[src/rtl/unsf_pkg.sv]
// Shared types and constants for the binary and text stream framer.
package unsf_pkg;

    typedef enum logic [3:0] {
        ST_HUNT    = 4'd0,
        ST_SYNC    = 4'd1,
        ST_CLASS   = 4'd2,
        ST_ID      = 4'd3,
        ST_LEN1    = 4'd4,
        ST_LEN2    = 4'd5,
        ST_PAYLOAD = 4'd6,
        ST_CK_A    = 4'd7,
        ST_CK_B    = 4'd8,
        ST_TEXT    = 4'd9
    } parse_state_t;

    typedef enum logic [1:0] {
        KIND_PAYLOAD  = 2'd0,
        KIND_FRAMEEND = 2'd1,
        KIND_TEXTCHAR = 2'd2,
        KIND_TEXTEND  = 2'd3
    } out_kind_t;

    localparam logic [7:0] SYNC_CHAR_1 = 8'hB5;
    localparam logic [7:0] SYNC_CHAR_2 = 8'h62;
    localparam logic [7:0] TEXT_START  = 8'h24;
    localparam logic [7:0] TEXT_CR     = 8'h0D;
    localparam logic [7:0] TEXT_LF     = 8'h0A;

    typedef struct packed {
        logic        valid;
        out_kind_t   kind;
        logic [7:0]  data;
        logic [7:0]  msg_class;
        logic [7:0]  msg_id;
        logic [15:0] length;
        logic        ok;
    } result_t;

endpackage

[src/rtl/unsf_parser.sv]
// Frame parser: state, header capture, running check sums and result decode.
module unsf_parser import unsf_pkg::*; (
    input  logic       aclk,
    input  logic       aresetn,
    input  logic       advance,
    input  logic [7:0] rx_byte,
    output result_t    result
);

    parse_state_t state_reg, state_next;
    logic [7:0]   class_reg, class_next;
    logic [7:0]   id_reg, id_next;
    logic [15:0]  length_reg, length_next;
    logic [15:0]  count_reg, count_next;
    logic [7:0]   sum_a_reg, sum_a_next;
    logic [7:0]   sum_b_reg, sum_b_next;
    logic [7:0]   ck_a_reg, ck_a_next;
    logic [7:0]   add_a;
    logic [7:0]   add_b;
    logic [15:0]  count_inc;
    logic [15:0]  full_length;

    assign add_a       = sum_a_reg + rx_byte;
    assign add_b       = sum_b_reg + add_a;
    assign count_inc   = count_reg + 16'd1;
    assign full_length = {rx_byte, length_reg[7:0]};

    always_comb begin
        state_next = state_reg;
        case (state_reg)
            ST_HUNT: begin
                if (rx_byte == SYNC_CHAR_1) begin
                    state_next = ST_SYNC;
                end else if (rx_byte == TEXT_START) begin
                    state_next = ST_TEXT;
                end
            end
            ST_SYNC:  state_next = (rx_byte == SYNC_CHAR_2) ? ST_CLASS : ST_HUNT;
            ST_CLASS: state_next = ST_ID;
            ST_ID:    state_next = ST_LEN1;
            ST_LEN1:  state_next = ST_LEN2;
            ST_LEN2:  state_next = (full_length != 16'd0) ? ST_PAYLOAD : ST_CK_A;
            ST_PAYLOAD: begin
                if (count_inc >= length_reg) begin
                    state_next = ST_CK_A;
                end
            end
            ST_CK_A: state_next = ST_CK_B;
            ST_CK_B: state_next = ST_HUNT;
            ST_TEXT: begin
                if (rx_byte == TEXT_LF) begin
                    state_next = ST_HUNT;
                end
            end
            default: state_next = ST_HUNT;
        endcase
    end

    always_comb begin
        class_next  = class_reg;
        id_next     = id_reg;
        length_next = length_reg;
        count_next  = count_reg;
        sum_a_next  = sum_a_reg;
        sum_b_next  = sum_b_reg;
        ck_a_next   = ck_a_reg;
        case (state_reg)
            ST_HUNT: begin
                if (rx_byte == SYNC_CHAR_1) begin
                    class_next  = 8'd0;
                    id_next     = 8'd0;
                    length_next = 16'd0;
                    count_next  = 16'd0;
                    sum_a_next  = 8'd0;
                    sum_b_next  = 8'd0;
                end
            end
            ST_CLASS: begin
                class_next = rx_byte;
                sum_a_next = add_a;
                sum_b_next = add_b;
            end
            ST_ID: begin
                id_next    = rx_byte;
                sum_a_next = add_a;
                sum_b_next = add_b;
            end
            ST_LEN1: begin
                length_next = {8'd0, rx_byte};
                sum_a_next  = add_a;
                sum_b_next  = add_b;
            end
            ST_LEN2: begin
                length_next = full_length;
                count_next  = 16'd0;
                sum_a_next  = add_a;
                sum_b_next  = add_b;
            end
            ST_PAYLOAD: begin
                count_next = count_inc;
                sum_a_next = add_a;
                sum_b_next = add_b;
            end
            ST_CK_A: ck_a_next = rx_byte;
            default: ;
        endcase
    end

    always_comb begin
        result           = '0;
        result.kind      = KIND_PAYLOAD;
        result.msg_class = class_reg;
        result.msg_id    = id_reg;
        result.length    = length_reg;
        case (state_reg)
            ST_HUNT: begin
                if (rx_byte != SYNC_CHAR_1 && rx_byte == TEXT_START) begin
                    result.valid     = 1'b1;
                    result.kind      = KIND_TEXTCHAR;
                    result.data      = rx_byte;
                end
            end
            ST_PAYLOAD: begin
                result.valid = 1'b1;
                result.kind  = KIND_PAYLOAD;
                result.data  = rx_byte;
            end
            ST_CK_B: begin
                result.valid = 1'b1;
                result.kind  = KIND_FRAMEEND;
                result.ok    = (ck_a_reg == sum_a_reg) && (rx_byte == sum_b_reg);
            end
            ST_TEXT: begin
                if (rx_byte == TEXT_LF) begin
                    result.valid = 1'b1;
                    result.kind  = KIND_TEXTEND;
                end else if (rx_byte != TEXT_CR) begin
                    result.valid = 1'b1;
                    result.kind  = KIND_TEXTCHAR;
                    result.data  = rx_byte;
                end
            end
            default: ;
        endcase
        if (result.kind == KIND_TEXTCHAR || result.kind == KIND_TEXTEND) begin
            result.msg_class = 8'd0;
            result.msg_id    = 8'd0;
            result.length    = 16'd0;
        end
    end

    always_ff @(posedge aclk) begin
        if (!aresetn) begin
            state_reg  <= ST_HUNT;
            class_reg  <= 8'd0;
            id_reg     <= 8'd0;
            length_reg <= 16'd0;
            count_reg  <= 16'd0;
            sum_a_reg  <= 8'd0;
            sum_b_reg  <= 8'd0;
            ck_a_reg   <= 8'd0;
        end else if (advance) begin
            state_reg  <= state_next;
            class_reg  <= class_next;
            id_reg     <= id_next;
            length_reg <= length_next;
            count_reg  <= count_next;
            sum_a_reg  <= sum_a_next;
            sum_b_reg  <= sum_b_next;
            ck_a_reg   <= ck_a_next;
        end
    end

endmodule

[src/rtl/ubx_nmea_stream_framer_unit.sv]
// Top level: binary frame and text sentence framer with registered result word.
// Each result is registered and appears on m_ in the cycle after its input word is accepted.
// Throughput: one input word per cycle, set by the single output register;
// s_ready stays high while the output register is empty or being taken.
// Reset (synchronous, active low) returns the parser to hunting for a start
// byte, clears the frame header and check sums, and empties the output register.
module ubx_nmea_stream_framer_unit import unsf_pkg::*; (
    input  logic        aclk,
    input  logic        aresetn,
    input  logic        s_valid,
    output logic        s_ready,
    input  logic [7:0]  s_rx_byte,
    output logic        m_valid,
    input  logic        m_ready,
    output logic [1:0]  m_out_kind,
    output logic [7:0]  m_out_byte,
    output logic [7:0]  m_msg_class,
    output logic [7:0]  m_msg_id,
    output logic [15:0] m_payload_length,
    output logic        m_checksum_ok
);

    result_t result;
    result_t out_reg, out_next;
    logic    accept;

    assign s_ready = !out_reg.valid || m_ready;
    assign accept  = s_valid && s_ready;

    unsf_parser u_parser (
        .aclk    (aclk),
        .aresetn (aresetn),
        .advance (accept),
        .rx_byte (s_rx_byte),
        .result  (result)
    );

    always_comb begin
        out_next = out_reg;
        if (accept) begin
            out_next = result;
        end else if (m_ready) begin
            out_next.valid = 1'b0;
        end
    end

    always_ff @(posedge aclk) begin
        if (!aresetn) begin
            out_reg <= '0;
        end else begin
            out_reg <= out_next;
        end
    end

    assign m_valid          = out_reg.valid;
    assign m_out_kind       = out_reg.kind;
    assign m_out_byte       = out_reg.data;
    assign m_msg_class      = out_reg.msg_class;
    assign m_msg_id         = out_reg.msg_id;
    assign m_payload_length = out_reg.length;
    assign m_checksum_ok    = out_reg.ok;

endmodule

[config.mk]
export PLATFORM = sky130hd
export DESIGN_NAME = ubx_nmea_stream_framer_unit
export DESIGN_NICKNAME = d
export VERILOG_FILES = /design/src/rtl/unsf_pkg.sv /design/src/rtl/unsf_parser.sv /design/src/rtl/ubx_nmea_stream_framer_unit.sv
export SDC_FILE = /design/constraint.sdc
export NUM_CORES = 1
export LEC_CHECK = 0
export BUFFER_PORTS_ARGS = -buffer_cell sky130_fd_sc_hd__buf_2
export CAP_MARGIN = 20
export CORE_MARGIN = 2
export CORE_UTILIZATION = 45
export CTS_CLUSTER_SIZE = 30
export DETAILED_ROUTE_END_ITERATION = 6
export MAX_ROUTING_LAYER = met4
export PLACE_DENSITY = 0.77
export SLEW_MARGIN = 5
export SYNTH_ARGS = -nofsm -noshare
export SYNTH_HDL_FRONTEND = slang
export SYNTH_SLANG_ARGS = --single-unit
[constraint.sdc]
create_clock -name aclk -period 3.3 [get_ports aclk]
set_clock_uncertainty 0.05 [all_clocks]
set_input_delay 0.33 -clock aclk [delete_from_list [all_inputs] [get_ports aclk]]
set_output_delay 0.33 -clock aclk [all_outputs]
set_load 0.02 [all_outputs]
==> metrics.csv <==
metric,value,unit
cts_buffers,17,
place_hpwl,10200,um
viasPerCell,5.66,
die_area,14700,um^2
mappedNetlistArea,6170,um^2
insertion_delay,0.42,ns
drt_iter0_drc,482,
grt_pass1_wl,25400,um
synth_top_cell_by_area,dfxtp_1,
synth_top_area_share,38.9,%
grt_pass1_vias,5008,
reg2reg_from,u_parser.sum_a_reg[0],
critical_path_class,reg2reg,
final_core_util,54.3,%
drv_cap,0,
worst_hold_path_type,in2reg,
outcome,finished clean,
crit_path_cell_trace,"ha_2, inv_1, fa_1, nor2b_1, o21ai_0, nor3b_1, nor2_1, ha_1, o21a_1, a2111oi_4, buf_4, o2111ai_1, mux2_2, nand4_1",
numPortBuffers,56,
crit_slowest_cell,fa_1,
vdd_drop_max,0.000330,V
drv_slew,0,
synth_top_flop_cell,dfxtp_1,
fin_setup_tns,0,ns
dr.pass1.iters,5,
hp-start,aresetn,
post-cts-setup-buffers,0,
crit_arrival,3.42,ns
ant_nets,0,
synthArstFlopShare,0,%
critPathCaptureType,flip-flop,
cts_root_buffer,clkbuf_16,
fp-row-count,42,
cts_num_sinks,120,
power_leakage,0.00285,uW
wl_per_cell,16.2,um
cts.clk_slew.worst_paths,0.06,ns
max-slew-margin-rel,50.6,%
crit_fanout,3,
h-tree-depth,4,
vias,5449,
fmax,322,MHz
cellPowerDensity,476,nW/um^2
startpoint_type,flip-flop,
coreArea,13300,um^2
critPathMaxStageDelay,0.40,ns
synth_area_leaders,"dfxtp_1, a22oi_1, ha_1",
syn_to_final_growth,17.0,%
fillers,1215,
setup_viol,0,
synth_top_cells_by_count,"dfxtp_1, nor2_1, a22oi_1",
fin_crit_sh,94.2,%
rrSetupSlack,0.19,ns
syn_inst,727,
min_to,u_parser.state_reg[0],
route.detailed.drc,0,
worstReg2RegEnd,u_parser.sum_b_reg[7],
synth_area_per_cell,8.49,um^2
ys_warn_count,0,
diodes,0,
clockBufferDepth,2,
die_h,121,um
drt-total-wl,15600,um
worstHoldPathCells,2,
cp.required,3.61,ns
nets,819,
num_io_pins,57,
start_util,46.4,%
grt_max_degree,106,
ys_ff_latch,120,
r2r_cells,14,
synth_nets,772,
grt_use_total,22.6,%
overflow,0,
finalCriticalPeriod,3.11,ns
final_layout_size_suffix_gt1_share,18.6,%
gp_congestion,0.886,
synth.most_common_cell,dfxtp_1,
antenna_found_initial,0,
seq_area_frac_synth,38.9,%
ys_types,61,
fp.dieW,121,um
tritoncts,done,
power.total,3440,uW
synth-edff-count,0,
hold_violations,0,
tightest_slew,0.737,ns
[critical path: cells and delay by family, from the launching register on]
kind            cells  cell delay (ns)
buf+inv             2             0.22
compound gates      4             0.73
fa+ha+maj           3             0.88
mux                 1             0.28
simple gates        4             0.54
flops               1             0.35
[placed cells by master (no fill, tap or decap), types with 5 or more instances in the layout]
master,n
o211ai_1,5
clkbuf_16,17
nand2b_1,10
mux2i_1,7
ha_1,30
a22oi_1,59
a21oi_2,8
buf_2,56
xnor2_1,21
a21oi_1,52
xor2_1,18
nor3b_1,5
nand3_2,8
nand3_1,36
dfxtp_1,116
o21ai_0,21
nand4_1,10
nand3b_1,6
nor2b_1,6
inv_1,32
and3_1,7
buf_4,17
nor3_1,8
nand2_1,41
o21a_1,6
nor2_1,96
nor4_1,7
[routing by layer]
layer  wire length (um)  track usage (%)  share of wire, %
met2               7250             34.2                47
met4                277             8.72               1.8
met5                  0                -                 0
met3                931             5.22               6.0
met1               7110             29.4                46
[power breakdown]
part           switching, uW  internal, uW
registers               12.9          1450
logic                    156          63.4
clock network            697          1050
total                    866          2570
[logic make-up (layout without fill, tap and decap cells)]
family	after synthesis	after routing	share of synthesized area, %
AND/OR/NAND/NOR	270	270	22.5
AO/OA/AOI/OAI	178	178	19.2
flip-flops	120	120	38.9
buffers and inverters	79	138	5.63
XOR/XNOR	39	39	5.53
adder cells (fa/ha/maj)	33	33	6.93
multiplexers	8	8	1.32
[cell type report]
class / count / area, um^2 / area share, %
Clock buffer: 18 / 439 / 6.08
Clock inverter: 13 / 123 / 1.70
Inverter: 33 / 125 / 1.73
Multi-Input combinational cell: 528 / 3480 / 48.2
Sequential cell: 120 / 2410 / 33.3
Tap cell: 176 / 220 / 3.05
Timing Repair Buffer: 74 / 428 / 5.93
[how the worst max path moves through the flow]
| stage | from | end | slack (ns) | depth (start not counted) |
|---|---|---|---|---|
| floorplan | u_parser.count_reg[5] | u_parser.state_reg[3] | 0.09 | 12 |
| global placement | s_rx_byte[0] | u_parser.sum_b_reg[7] | 0.10 | 16 |
| detailed placement | s_rx_byte[0] | u_parser.sum_b_reg[7] | -0.04 | 16 |
| CTS | u_parser.sum_a_reg[0] | u_parser.sum_b_reg[7] | 0.02 | 15 |
| global route | u_parser.sum_a_reg[0] | u_parser.sum_b_reg[7] | -0.01 | 14 |
| finish | u_parser.sum_a_reg[0] | u_parser.sum_b_reg[7] | 0.19 | 14 |
[through the flow]
| step | hold slack (ns) | setup slack [ns] | instances | cell area [um^2] |
|---|---|---|---|---|
| 2_1_floorplan | 0.382 | 0.0909 | 727 | 6170 |
| 3_3_place_gp | 0.389 | 0.102 | 931 | 6610 |
| 3_5_place_dp | 0.394 | -0.0440 | 931 | 6610 |
| 4_1_cts | 0.227 | 0.0176 | 962 | 7180 |
| 5_1_grt | 0.236 | -0.0143 | 962 | 7220 |
| 6_report | 0.246 | 0.191 | 962 | 7220 |
[timing repair]
action,CTS,global route
endpoints found under the hold margin,0,0
pin swaps,0,3
resized for setup,1,15
hold buffers,0,0
endpoints found under the setup margin,1,5
Power figures use the tool's default switching activity.
